**config.mk**
```make
export PLATFORM = sky130hd
export DESIGN_NAME = mfn_ram
export DESIGN_NICKNAME = d
export VERILOG_FILES = /design/src/rtl/mfn_ram.sv
export SDC_FILE = /design/constraint.sdc
export NUM_CORES = 2
export LEC_CHECK = 0
export BUFFER_PORTS_ARGS = -buffer_cell sky130_fd_sc_hd__buf_2
export CORE_MARGIN = 2
export CORE_UTILIZATION = 45
export DETAILED_ROUTE_END_ITERATION = 16
export GPL_TIMING_DRIVEN = 0
export PLACE_DENSITY = 0.7
export SETUP_SLACK_MARGIN = 0.05
export SLEW_MARGIN = 20
export SYNTH_ARGS = -nofsm -noshare
export SYNTH_HDL_FRONTEND = slang
export SYNTH_SLANG_ARGS = --single-unit
```
**constraint.sdc**
```tcl
create_clock -name clock -period 5.3 [get_ports clock]
set_input_delay 0.795 -clock clock [delete_from_list [all_inputs] [get_ports clock]]
set_output_delay 0.795 -clock clock [all_outputs]
set_load 0.05 [all_outputs]
```
**src/rtl/mfn_ram.sv**
```systemverilog
// Generic single-port RAM with registered read.
`default_nettype none
module mfn_ram #(
   parameter int WIDTH = 8,
   parameter int DEPTH = 256
) (
   input  wire logic                     clock,
   input  wire logic                     we,
   input  wire logic [$clog2(DEPTH)-1:0] addr,
   input  wire logic [WIDTH-1:0]         wdata,
   output logic      [WIDTH-1:0]         rdata
);
   logic [WIDTH-1:0] mem [DEPTH];
   always_ff @(posedge clock) begin
      if (we) begin
         mem[addr] <= wdata;
      end
      rdata <= mem[addr];
   end
endmodule
`default_nettype wire
```
* Yosys cells after proc, flatten, opt, wreduce, memory -nomap -nowiden
Memories as Yosys holds them, arrays and structs flattened. A register that Yosys moved wholly into a read port is not among the register bits.
Index checks and enable logic that the tools add are counted.
** Word-level totals
- Bits in writable memories :: 2048
- Word-level logic and storage cells :: 3
- Output and inout port bits :: 8
- Register bits after elaboration :: 0
- Latch bits :: 0
- Input port bits :: 18
- Memories kept :: 1
- ROM bits :: 0
** Memories
- mem :: depth 256, bits a word 8, rd ports 1, clocked after Yosys merged registers in 1, wr ports 1, RTL line 13 : logic [WIDTH-1:0] mem [DEPTH];
** Cells by class
- Divide/modulo/power cells :: 0
- Bitwise gates (word level) :: 0
- Reduce and logical (&&, ||, !) cells :: 0
- $mul :: 0
- Multiplexer cells :: 2
- Shift-type cells :: 0
- Eq/ne operators :: 0
- $lt $le $gt $ge :: 0
- Add/subtract/negate cells :: 0
** Operators by type and width (number)
- two-way mux 1 bit :: 2

* Logic depth before layout (Yosys ltp)
- Word-level depth :: 2
- Depth in mapped cells :: 10
- Mapped depth without buffers :: 5

* Worst setup path after synthesis
OpenSTA, ideal clock, no wires.
- Path kind :: input -> register
- From :: input port addr[1]
- To :: memory mem[111][0] (enable)
- Required time :: 4930 ps
- Path slack :: 2286 ps
- Buffers on the path :: 5
- Stages on the path :: 9
- Arrival :: 2644 ps
- Library setup time :: 370 ps
- Cell sequence :: buf_2 clkbuf_1 clkbuf_1 nand2_1 buf_2 nor2_1 nand2_1 clkbuf_1 nor2_1
** RTL lines
- start, declared :: RTL line 9 : input wire logic [$clog2(DEPTH)-1:0] addr,
- end, declared :: RTL line 13
No word-level cell before the write port.

==> results.json <==
{
  "final_area_sq_mm": 0.08905,
  "ys_ff_latch": 2056,
  "p_seq_frac": 0.532,
  "instances_no_fill": 6302,
  "antenna_found_initial": 15,
  "synth_top_area_share": 0.7835,
  "cts_tree": "built",
  "cts_max_level": 4,
  "overflow": 0,
  "critPathKind": "in -> reg",
  "skew_ns": 0.02940,
  "synth_edf_count": 2048,
  "total_power_mw": 33.70,
  "worstPathMaxFanout": 10,
  "setup_violations": 0,
  "cts.sinks": 2056,
  "post_cts_buffers": 0,
  "clkLatencyLatePin_ns": 0.83,
  "swShare": 0.2174,
  "post_cts_resized": 0,
  "wl_per_cell_um": 32.51,
  "gp_congestion": 0.9856,
  "ys_seq_area_frac": 0.7855,
  "synth_nets": 3565,
  "coreArea_sq_mm": 0.1736,
  "clockRootBuffer": "clkbuf_16",
  "maxCapViolCount": 0,
  "yosys_warnings": 0,
  "start_kind": "input port",
  "yosysUniqueCellTypes": 22,
  "path_clk_slew_ns": 0.06,
  "dieArea_sq_mm": 0.1778,
  "drive_above_1_share": 0.2450,
  "status": "completed",
  "min_period_over_period": 0.9397,
  "post-dp-hpwl_um": 135000,
  "avgViaCountPerCell": 6.283,
  "comb_power_share": 0.050,
  "required_ns": 5.84,
  "io_buffer_count": 21,
  "rsz0062_at_grt": "no",
  "vias": 39597,
  "synthTopCellsByArea": "edfxtp_1 78%, mux4_2 15%, a22oi_1 2.4%",
  "synthToLayoutAreaGrowth_pct": 13.45,
  "fp.dieW_um": 421.6,
  "power_density_mw_per_mm2": 378.4,
  "grt_pass1_vias": 38662,
  "grt_use_total": 0.2270,
  "tightest_slew_ns": 1.304,
  "p_int_mw": 26.37,
  "io_pins": 26,
  "synthCells": 3547,
  "synth_commonest_cells": "2048 x edfxtp_1, 512 x mux4_2, 256 x a22oi_1",
  "p_sw_mw": 7.326,
  "drc_errors": 0,
  "fin_nets": 3820,
  "hold_class": "in -> reg",
  "rows": 153,
  "async_reset_ff_frac": 0,
  "dr.pass1.iters": 9,
  "grt_pass1_wl_um": 286600,
  "grt_max_degree": 129,
  "fill_cells": 13198,
  "synth_top_area_cell": "edfxtp_1",
  "ctsHoldBuffers": 0,
  "die_height_um": 421.6,
  "drtAntennaViolNets": 0,
  "p_clk_frac": 0.418,
  "slew_viol_final": 0,
  "cts_made_buffers": 202,
  "placed_cells": 5923,
  "wirelength_um": 204900,
  "start_util": 0.4521,
  "cp.arrival_ns": 5.52,
  "synth_area_per_cell_sq_um": 22.13,
  "max_freq_mhz": 200.8,
  "clock_tree.buffer_depth": 3,
  "cp-end-kind": "register",
  "vdd_drop_max_mv": 0.3150,
  "drtIter0Drc": 5862,
  "synth_top_flop_cell": "edfxtp_1",
  "layout_min_cycle_time_ns": 4.980,
  "synth_most_common_cell": "edfxtp_1",
  "p_leak_nw": 26.84,
  "relSlewSlack": 0.1196,
  "finalHoldViolations": 0,
  "synthesis.area_sq_mm": 0.07849,
  "reg2reg_slack_ns": 1.63,
  "dpl_cell_area_sq_mm": 0.08257
}
[kinds of logic after synthesis]
logic type	synth area share
buffers and inverters	0.01401
AND/OR/NAND/NOR	0.01733
AO/OA/AOI/OAI	0.03622
multiplexers	0.1469
flip-flops	0.7855
[area by class of cell]
cell class,count,area [sq um],share of cell area
sequential,2056,61660,0.6924
multi-input combinational,1258,15940,0.1790
clock buffer,256,5321,0.05976
tap,2325,2909,0.03267
buffer,232,1117,0.01255
clock inverter,113,1099,0.01234
timing repair buffer,51,975.9,0.01096
antenna,10,25.02,0.0002810
inverter,1,3.754,0.00004215
[critical path, stage by stage]
cell      delay (ns)
buf_2           0.26
clkbuf_1        0.88
clkbuf_1        0.85
mux4_2          0.44
a22oi_1         0.35
a21oi_1         0.34
o41ai_1         1.02
nand4_1         0.54
[placed cells by master (no fill, tap or decap), types with 3 or more instances in the layout]
| master | count |
|---|---|
| clkinvlp_4 | 8 |
| nor3_2 | 30 |
| mux4_2 | 512 |
| nand4_1 | 8 |
| nor2_1 | 232 |
| a21oi_1 | 128 |
| buf_8 | 8 |
| clkbuf_2 | 17 |
| buf_6 | 16 |
| o41ai_1 | 25 |
| nand2_1 | 28 |
| inv_6 | 4 |
| diode_2 | 10 |
| and2_1 | 3 |
| buf_1 | 19 |
| clkinv_2 | 40 |
| clkinv_1 | 33 |
| dfxtp_1 | 8 |
| bufinv_16 | 16 |
| nand3_1 | 13 |
| a22oi_1 | 256 |
| clkbuf_16 | 205 |
| buf_16 | 27 |
| edfxtp_1 | 2048 |
| nand2b_1 | 6 |
| buf_2 | 49 |
| inv_16 | 3 |
| o41ai_2 | 7 |
| nor2b_1 | 7 |
| buf_4 | 17 |
| clkbuf_1 | 179 |
| clkinv_4 | 4 |
[flip-flops by register name, summed over array words and instances, names as in the netlist]
name / flops
mem: 2048
rdata: 8
[through the flow]
stage               setup WS [ns]  setup TNS, ns    util  hold slack [ns]
CTS                        0.4206              0  0.5125           0.1659
global route               0.5950              0  0.5127           0.1862
finish                     0.3195              0  0.5129           0.2142
floorplan                   2.286              0       -           0.8191
global placement          -0.8216        -325.43  0.4694            1.206
detailed placement        -0.4656         -2.062  0.4756            1.045
[power by group through the flow]
| stage | combinational, mW | clock [mW] | sequential, mW |
|---|---|---|---|
| 2_1_floorplan | 0.796 | 0 | 18.3 |
| 3_3_place_gp | 1.57 | 0 | 18.3 |
| 3_5_place_dp | 1.66 | 0 | 18.3 |
| 4_1_cts | 1.67 | 14.2 | 17.9 |
| 5_1_grt | 1.74 | 14.8 | 17.9 |
| 6_report | 1.69 | 14.1 | 17.9 |
[metal layers]
layer	vias to the layer above	wire [um]	global-route usage
met4	4	8681	0.09265
met1	20919	76620	0.3125
met3	452	22030	0.05085
li1	15623	-	-
met5	-	30	0
met2	2599	97500	0.3537
[worst paths after layout]
check | start | to | cells past startpoint
hold / removal | wdata[0] | mem[156][0] | 1
setup reg to reg | mem[191][7] | rdata[7] | 5
hold reg to reg | mem[10][3] | rdata[3] | 5
setup / recovery | addr[1] | rdata[3] | 8
(Power assumes the default switching activity.)
